==> src/rtl/assert_macros.svh <==
// assertion helpers, clocked on clk and disabled during reset
`ifndef ASSERT_MACROS_SVH
`define ASSERT_MACROS_SVH

`ifndef SYNTHESIS

`define SVM_ASSERT_NEVER(name, cond) \
    name: assert property (@(posedge clk) disable iff (!rst_n) !(cond)) \
        else $error("assertion failed: condition must never hold");

`define SVM_ASSERT_IMPL(name, ante, cons) \
    name: assert property (@(posedge clk) disable iff (!rst_n) (ante) |-> (cons)) \
        else $error("assertion failed: implication violated");

`else

`define SVM_ASSERT_NEVER(name, cond)

`define SVM_ASSERT_IMPL(name, ante, cons)

`endif

`endif

==> src/rtl/svm_pkg.sv <==
package svm_pkg;

    localparam int STACK_DEPTH = 256;
    localparam int ADDR_W      = $clog2(STACK_DEPTH);
    localparam int SP_W        = ADDR_W + 1;
    localparam int DATA_W      = 32;
    localparam int PC_W        = 13;
    localparam int CLEN_W      = 12;
    localparam int QUEUE_DEPTH = 2;

    localparam logic [7:0] OP_PUSH = 8'h0A;
    localparam logic [7:0] OP_POP  = 8'h0B;
    localparam logic [7:0] OP_INC  = 8'h0C;
    localparam logic [7:0] OP_DEC  = 8'h0D;
    localparam logic [7:0] OP_JMP  = 8'h0E;
    localparam logic [7:0] OP_JG   = 8'h0F;
    localparam logic [7:0] OP_STOR = 8'h1A;
    localparam logic [7:0] OP_LOAD = 8'h1B;
    localparam logic [7:0] OP_CALL = 8'h1C;
    localparam logic [7:0] OP_HLT  = 8'h1D;
    localparam logic [7:0] OP_ADD  = 8'hA0;
    localparam logic [7:0] OP_SUB  = 8'hB0;
    localparam logic [7:0] OP_MUL  = 8'hC0;
    localparam logic [7:0] OP_DIV  = 8'hD0;
    localparam logic [7:0] OP_MOD  = 8'hE0;
    localparam logic [7:0] OP_SHR  = 8'hF0;
    localparam logic [7:0] OP_SHL  = 8'hA1;
    localparam logic [7:0] OP_XOR  = 8'hB1;
    localparam logic [7:0] OP_AND  = 8'hC1;
    localparam logic [7:0] OP_OR   = 8'hD1;
    localparam logic [7:0] OP_NOT  = 8'hE1;
    localparam logic [7:0] OP_JE   = 8'hF1;
    localparam logic [7:0] OP_JL   = 8'hA2;
    localparam logic [7:0] OP_JNE  = 8'hB2;
    localparam logic [7:0] OP_JLE  = 8'hC2;
    localparam logic [7:0] OP_JGE  = 8'hD2;
    localparam logic [7:0] OP_ALLC = 8'hE2;

    localparam logic [3:0] STS_OK        = 4'd0;
    localparam logic [3:0] STS_HALT      = 4'd1;
    localparam logic [3:0] STS_UNDER     = 4'd2;
    localparam logic [3:0] STS_FULL      = 4'd3;
    localparam logic [3:0] STS_BAD_JUMP  = 4'd4;
    localparam logic [3:0] STS_DST_LOW   = 4'd5;
    localparam logic [3:0] STS_DST_HIGH  = 4'd6;
    localparam logic [3:0] STS_SRC_LOW   = 4'd7;
    localparam logic [3:0] STS_SRC_HIGH  = 4'd8;
    localparam logic [3:0] STS_NEG_ALLOC = 4'd9;
    localparam logic [3:0] STS_ALLOC_OVF = 4'd10;
    localparam logic [3:0] STS_UNDEF     = 4'd11;
    localparam logic [3:0] STS_DIV_ZERO  = 4'd12;

    typedef enum logic [3:0] {
        CL_PUSH,
        CL_POP,
        CL_UNARY,
        CL_JMP,
        CL_CALL,
        CL_COND,
        CL_STOR,
        CL_LOAD,
        CL_HLT,
        CL_ALU,
        CL_DIV,
        CL_ALLOC,
        CL_UNDEF
    } op_class_t;

    typedef struct packed {
        op_class_t          cls;
        logic [7:0]         opcode;
        logic [DATA_W-1:0]  immediate;
    } item_t;

    typedef struct packed {
        logic               start;
        logic               is_mod;
        logic [DATA_W-1:0]  dividend;
        logic [DATA_W-1:0]  divisor;
    } div_req_t;

    typedef struct packed {
        logic               done;
        logic [DATA_W-1:0]  value;
    } div_rsp_t;

    typedef struct packed {
        logic               below;
        logic               above;
        logic [ADDR_W-1:0]  idx;
    } idx_res_t;

    typedef enum logic [3:0] {
        ST_IDLE,
        ST_FETCH_Y,
        ST_FETCH_Z,
        ST_EXEC,
        ST_DIV,
        ST_STOR_WR,
        ST_REFILL,
        ST_REFILL_CAP,
        ST_ALLOC,
        ST_DONE
    } exec_state_t;

    // signed stack index against a size, negative counts from the top
    function automatic idx_res_t resolve_idx(input logic [DATA_W-1:0] raw,
                                             input logic [SP_W-1:0] size);
        idx_res_t r;
        logic [DATA_W:0] sum;
        r   = '0;
        sum = {raw[DATA_W-1], raw} + {{(DATA_W+1-SP_W){1'b0}}, size};
        if (raw[DATA_W-1])
        begin
            r.below = sum[DATA_W];
            r.idx   = sum[ADDR_W-1:0];
        end
        else
        begin
            r.above = (raw[DATA_W-1:SP_W] != '0) || (raw[SP_W-1:0] >= size);
            r.idx   = raw[ADDR_W-1:0];
        end
        return r;
    endfunction

    function automatic logic [DATA_W-1:0] alu_result(input logic [7:0] op,
                                                     input logic [DATA_W-1:0] y,
                                                     input logic [DATA_W-1:0] x);
        logic [DATA_W-1:0] r;
        case (op)
            OP_ADD:  r = y + x;
            OP_SUB:  r = y - x;
            OP_MUL:  r = y * x;
            OP_SHR:  r = DATA_W'($signed(y) >>> x[4:0]);
            OP_SHL:  r = y << x[4:0];
            OP_XOR:  r = y ^ x;
            OP_AND:  r = y & x;
            default: r = y | x;
        endcase
        return r;
    endfunction

endpackage

==> src/rtl/svm_front.sv <==
module svm_front (
    input  logic                         clk,
    input  logic                         rst_n,
    input  logic                         in_valid,
    output logic                         in_stall,
    input  logic [7:0]                   opcode,
    input  logic signed [svm_pkg::DATA_W-1:0] immediate,
    output logic                         q_valid,
    input  logic                         q_pop,
    output svm_pkg::item_t               q_item
);

    svm_pkg::item_t ent_reg [svm_pkg::QUEUE_DEPTH];
    logic           wr_ptr_reg, wr_ptr_next;
    logic           rd_ptr_reg, rd_ptr_next;
    logic [1:0]     cnt_reg, cnt_next;
    svm_pkg::op_class_t cls;
    logic           push;

    always_comb
    begin
        case (opcode)
            svm_pkg::OP_PUSH: cls = svm_pkg::CL_PUSH;
            svm_pkg::OP_POP:  cls = svm_pkg::CL_POP;
            svm_pkg::OP_INC, svm_pkg::OP_DEC, svm_pkg::OP_NOT: cls = svm_pkg::CL_UNARY;
            svm_pkg::OP_JMP:  cls = svm_pkg::CL_JMP;
            svm_pkg::OP_CALL: cls = svm_pkg::CL_CALL;
            svm_pkg::OP_JG, svm_pkg::OP_JL, svm_pkg::OP_JE,
            svm_pkg::OP_JNE, svm_pkg::OP_JLE, svm_pkg::OP_JGE: cls = svm_pkg::CL_COND;
            svm_pkg::OP_STOR: cls = svm_pkg::CL_STOR;
            svm_pkg::OP_LOAD: cls = svm_pkg::CL_LOAD;
            svm_pkg::OP_HLT:  cls = svm_pkg::CL_HLT;
            svm_pkg::OP_ADD, svm_pkg::OP_SUB, svm_pkg::OP_MUL, svm_pkg::OP_SHR,
            svm_pkg::OP_SHL, svm_pkg::OP_XOR, svm_pkg::OP_AND,
            svm_pkg::OP_OR:   cls = svm_pkg::CL_ALU;
            svm_pkg::OP_DIV, svm_pkg::OP_MOD: cls = svm_pkg::CL_DIV;
            svm_pkg::OP_ALLC: cls = svm_pkg::CL_ALLOC;
            default:          cls = svm_pkg::CL_UNDEF;
        endcase
    end

    assign in_stall = (cnt_reg == 2'(svm_pkg::QUEUE_DEPTH));
    assign push     = in_valid && !in_stall;
    assign q_valid  = (cnt_reg != 2'd0);
    assign q_item   = ent_reg[rd_ptr_reg];

    always_comb
    begin
        wr_ptr_next = wr_ptr_reg;
        rd_ptr_next = rd_ptr_reg;
        cnt_next    = cnt_reg;
        if (push)
        begin
            wr_ptr_next = ~wr_ptr_reg;
        end
        if (q_pop)
        begin
            rd_ptr_next = ~rd_ptr_reg;
        end
        if (push && !q_pop)
        begin
            cnt_next = cnt_reg + 2'd1;
        end
        else if (!push && q_pop)
        begin
            cnt_next = cnt_reg - 2'd1;
        end
    end

    always_ff @(posedge clk or negedge rst_n)
    begin
        if (!rst_n)
        begin
            wr_ptr_reg <= 1'b0;
            rd_ptr_reg <= 1'b0;
            cnt_reg    <= 2'd0;
        end
        else
        begin
            wr_ptr_reg <= wr_ptr_next;
            rd_ptr_reg <= rd_ptr_next;
            cnt_reg    <= cnt_next;
        end
    end

    always_ff @(posedge clk)
    begin
        if (push)
        begin
            ent_reg[wr_ptr_reg] <= '{cls: cls, opcode: opcode, immediate: immediate};
        end
    end

endmodule

==> config.mk <==
export PLATFORM = sky130hd
export DESIGN_NAME = svm_front
export DESIGN_NICKNAME = d
export VERILOG_FILES = /design/src/rtl/assert_macros.svh /design/src/rtl/svm_pkg.sv /design/src/rtl/svm_front.sv
export SDC_FILE = /design/constraint.sdc
export NUM_CORES = 1
export LEC_CHECK = 0
export BUFFER_PORTS_ARGS = -buffer_cell sky130_fd_sc_hd__buf_2
export CORE_MARGIN = 2
export CORE_UTILIZATION = 45
export CTS_CLUSTER_DIAMETER = 40
export DETAILED_ROUTE_END_ITERATION = 10
export HOLD_SLACK_MARGIN = 0.05
export PLACE_DENSITY = 0.68
export SLEW_MARGIN = 5
export SYNTH_ARGS = -nofsm -noshare
export SYNTH_HDL_FRONTEND = slang
export SYNTH_SLANG_ARGS = --single-unit
==> constraint.sdc <==
create_clock -name clk -period 3.5 [get_ports clk]
set_input_delay 0.175 -clock clk [delete_from_list [all_inputs] [get_ports clk]]
set_output_delay 0.175 -clock clk [all_outputs]
set_load 0.05 [all_outputs]
* Yosys cells after proc, flatten, opt, wreduce, memory -nomap -nowiden *
Memory sizes are Yosys's and may differ from the RTL's.
Cells that the tools add are included.

word-level totals
  flip-flop bits (word level) = 4
  latch bits = 0
  RAM bits = 88
  bits in read-only memories = 0
  input bits = 44
  output and inout port bits = 46
  word-level logic and storage cells = 53
  memories = 1

memories
  name     depth  bits a word  read ports  clocked after Yosys merged registers in  wr ports  line             RTL
  ent_reg  2      44           1           0                                        1         svm_front.sv:13  svm_pkg::item_t ent_reg [svm_pkg::QUEUE_DEPTH];

operators by class
  add/sub/neg operators = 2
  $mul = 0
  div/mod/pow operators = 0
  $lt $le $gt $ge = 0
  equal/unequal tests = 28
  shift operators = 0
  multiplexer cells = 5
  bitwise operators = 2
  reductions and logical operators = 12

operators with widths
  operator                                                             number
  8-bit == test (second input constant)                                17
  8-bit by 4-bit == test with 1-bit output (second input constant)     6
  4-bit one-hot mux with 12 select lines                               1
  8-bit by 5-bit == test with 1-bit output (second input constant)     4
  8-bit OR reduction                                                   1
  6-bit OR reduction                                                   1
  2-bit two-way mux                                                    2
  2-bit nonzero test                                                   2
  1-bit logical AND                                                    3
  1-bit zero test                                                      3
  3-bit OR reduction                                                   1
  2-bit by 1-bit adder with 2-bit output (second input constant)       1
  2-bit == test (second input constant)                                1
  1-bit two-way mux                                                    2
  1-bit NOT                                                            2
  2-bit OR reduction                                                   1
  2-bit by 1-bit subtractor with 2-bit output (second input constant)  1

* Depth between registers and ports, before layout *
  word-level depth = 7
  mapped depth = 7
  depth with buffers taken out = 7

* Worst setup path before layout *
Ideal clock, no wire load.

  path kind = flip-flop to flip-flop
  start = register cnt_reg[0]
  end = memory ent_reg[0][0] in the netlist's numbering (enable)
  arrival = 2472 ps
  slack = 582 ps
  stages on the path, launching flop included = 4
  buffers on the path = 0
  clock period less this slack = 2918 ps
  cell sequence = dfrtp_1 > nand2b_1 > nand2_1 > nor2_1

on the way
  longest elaborated chain between the ends = 5

RTL lines
  item                                     line             RTL
  from (decl)                              svm_front.sv:16  logic [1:0] cnt_reg, cnt_next;
  from (signal assigned)                   svm_front.sv:82  cnt_reg <= cnt_next;
  2-bit == test                            svm_front.sv:42  assign in_stall = (cnt_reg == 2'(svm_pkg::QUEUE_DEPTH));
  1-bit zero test                          svm_front.sv:43  assign push = in_valid && !in_stall;
  1-bit logical AND                        svm_front.sv:43
  1-bit two-way mux                        svm_front.sv:88  if (push)
  1-bit two-way mux (implied by the code)  svm_front.sv:90  ent_reg[wr_ptr_reg] <= '{cls: cls, opcode: opcode, immediate: immediate};
  to (decl)                                svm_front.sv:13

No other way between the ends.

==> impl_metrics.json <==
{
  "status": "finished, final reports clean",
  "cts_buffer_depth": 2,
  "synth_area_per_cell_um2": 18.6,
  "drt_iter0_drc": 51,
  "via_per_inst": 4.95,
  "drive_gt1_share_pct": 46.8,
  "final_common_cell": "buf_2",
  "rr_worst_depth": 4,
  "power_density_nw_per_um2": 847,
  "placed_cell_area_um2": 4200,
  "cts_root_buf": "clkbuf_8",
  "clk_latency_ns": 0.35,
  "place.gp.congestion": 0.783,
  "p_int_uw": 2260,
  "p_seq_share_pct": 42.1,
  "setup_tns_ns": 0,
  "critPathMaxFanout": 45,
  "critical-path-max-stage-delay_ns": 1.07,
  "synth_warnings": 0,
  "swShare_pct": 43.2,
  "synthTopCellsByArea": "edfxtp_1 (73%), mux2_2 (14%), dfrtp_1 (2.8%)",
  "p_leak_uw": 0.00179,
  "clkPwrFrac_pct": 15.1,
  "finalSetupViolCount": 0,
  "synth_top_cell_area_share_pct": 72.6,
  "synthFlopType": "edfxtp_1",
  "timing.fmax_ghz": 0.445,
  "grt_pass1_wl_um": 10500,
  "hpwl_um": 4160,
  "antennaDiodeCount": 0,
  "area_growth_pct": 29.1,
  "cts_buffers": 9,
  "pin_count": 90,
  "grt_pass1_vias": 2202,
  "design_area_um2": 4700,
  "maxCapViolations": 0,
  "crit_arrival_ns": 2.07,
  "start_util_pct": 46.8,
  "ys_async_sr_fraction_pct": 4.35,
  "hold_viol_final": 0,
  "path_clk_slew_ns": 0.08,
  "dieHeight_um": 93.9,
  "relSlewSlack_pct": 28.6,
  "numClockSinks": 92,
  "cts-resized-gates": 0,
  "worst_path_dominant_cell_family": "flip-flops",
  "layout_common_cells": "buf_2 (89), edfxtp_1 (88), mux2_2 (45)",
  "finClkSkew_ns": 0.0106,
  "hold_depth": 1,
  "timing.critical_path.buf_inv": 1,
  "post_drt_wl_per_cell_um": 15.6,
  "io_buffers": 89,
  "vias": 2133,
  "rrSetupSlack_ns": 1.50,
  "max-vdd-ir-drop_mv": 0.415,
  "wl_um": 6740,
  "core-area_um2": 7770,
  "antenna_found_initial": 0,
  "fin_crit_sh_pct": 64.2,
  "p_sw_uw": 1720,
  "antenna_left": 0,
  "ys_ff_latch": 92,
  "synth_top_area_cell": "edfxtp_1",
  "cp-end-kind": "output port",
  "synth_cells": 196,
  "endpoint": "q_item[41]",
  "synth_area_um2": 3640,
  "rsz0062_at_grt": "no",
  "firstDrtPassIters": 4,
  "grt_max_degree": 46,
  "drc_errors": 0,
  "hold_class": "in -> reg",
  "tightest_slew_ns": 1.07,
  "layout.nets": 369,
  "largest_reg_flops": 88,
  "path_cells": "mux2_2 -> buf_2",
  "worstPathRequired_ns": 3.32,
  "synth_edf_count": 88,
  "critPathKind": "reg -> out",
  "chipWidth_um": 93.9,
  "die_area_um2": 8820,
  "ys_seq_area_share_pct": 75.4,
  "cp-startpoint": "rd_ptr_reg",
  "worst-path-stages": 2,
  "htree_levels": 3,
  "num_rows": 32,
  "grt_overflow": 0,
  "rr_startpoint": "cnt_reg[0]",
  "finalPower_uw": 3980,
  "grt_use_total_pct": 16.0,
  "synth_nets": 241,
  "reg2reg_to": "ent_reg[0][6]",
  "synth_cell_type_count": 37,
  "power_frac_comb_pct": 42.8,
  "fin_crit_ns": 2.25,
  "slowest_stage": "dfrtp_2",
  "cp-start-kind": "register",
  "slew_viol_final": 0,
  "cts_tree": "done"
}
==> worst min path at each step <==
stage | start | to | slack (ns)
finish | opcode[7] | ent_reg[1][39] | 0.07
global route | opcode[7] | ent_reg[1][39] | 0.07
CTS | opcode[7] | ent_reg[1][39] | 0.05
detailed placement | rst_n | cnt_reg[1] | -0.01
global placement | rst_n | cnt_reg[1] | -0.01
floorplan | rst_n | cnt_reg[0] | -0.12
==> repair_timing <==
action / 4_1_cts / 5_1_grt
setup endpoints to repair: 0 / 0
hold buffers: 34 / 0
endpoints found under the hold margin: 69 / 0
buffers inserted: 0 / 0
==> per-stage QoR <==
step | utilization (%) | hold WS (ns) | std cells | setup slack (ns)
final | 60.5 | 0.0709 | 431 | 1.25
after detailed placement | 54.0 | -0.00953 | 381 | 1.46
after global routing | 60.5 | 0.0675 | 431 | 1.14
after floorplan | - | -0.121 | 196 | 0.582
after global placement | 54.0 | -0.0148 | 381 | 1.52
after CTS | 60.5 | 0.0533 | 431 | 1.22
==> synth_stat cells (all sizes together) (3+ instances only) <==
library cell and number:
and3 3, buf 6, dfrtp 4, edfxtp 88, inv 6, mux2 45, nand2b 4, nor2 4
nor3b 3, xor2 4
==> final cells by class <==
class | instances | area (µm²)
fillers | 595 | 3070
flip-flops and latches | 92 | 2740
multi-input cells | 91 | 848
repair buffers | 124 | 793
clock buffers | 11 | 131
well taps | 102 | 128
clock inverters | 5 | 30.0
inverters | 6 | 22.5
==> logic make-up after synthesis <==
| group | share of synthesized area [%] |
|---|---|
| flip-flops | 75.4 |
| multiplexers | 14.2 |
| AO/OA/AOI/OAI | 2.65 |
| XOR/XNOR | 1.44 |
| AND/OR/NAND/NOR | 4.44 |
| adder cells (fa/ha/maj) | 0.344 |
| buffers and inverters | 1.55 |
==> power groups by stage <==
stage | clock network, µW | registers [µW] | logic (µW)
detailed placement | 0 | 1700 | 1680
CTS | 614 | 1680 | 1720
finish | 600 | 1670 | 1700
global route | 662 | 1710 | 1790
floorplan | 0 | 1580 | 1430
global placement | 0 | 1690 | 1670
==> per-layer routing <==
layer,vias to the layer above,routed length (µm),part of all wire [%],global-route usage (%)
met2,71,3280,49,25.7
li1,1014,-,-,-
met3,9,336,5.0,3.61
met4,0,99,1.5,6.88
met5,-,0,0,0
met1,1039,3020,45,20.9
No activity file was read; power rests on OpenSTA's default activity.
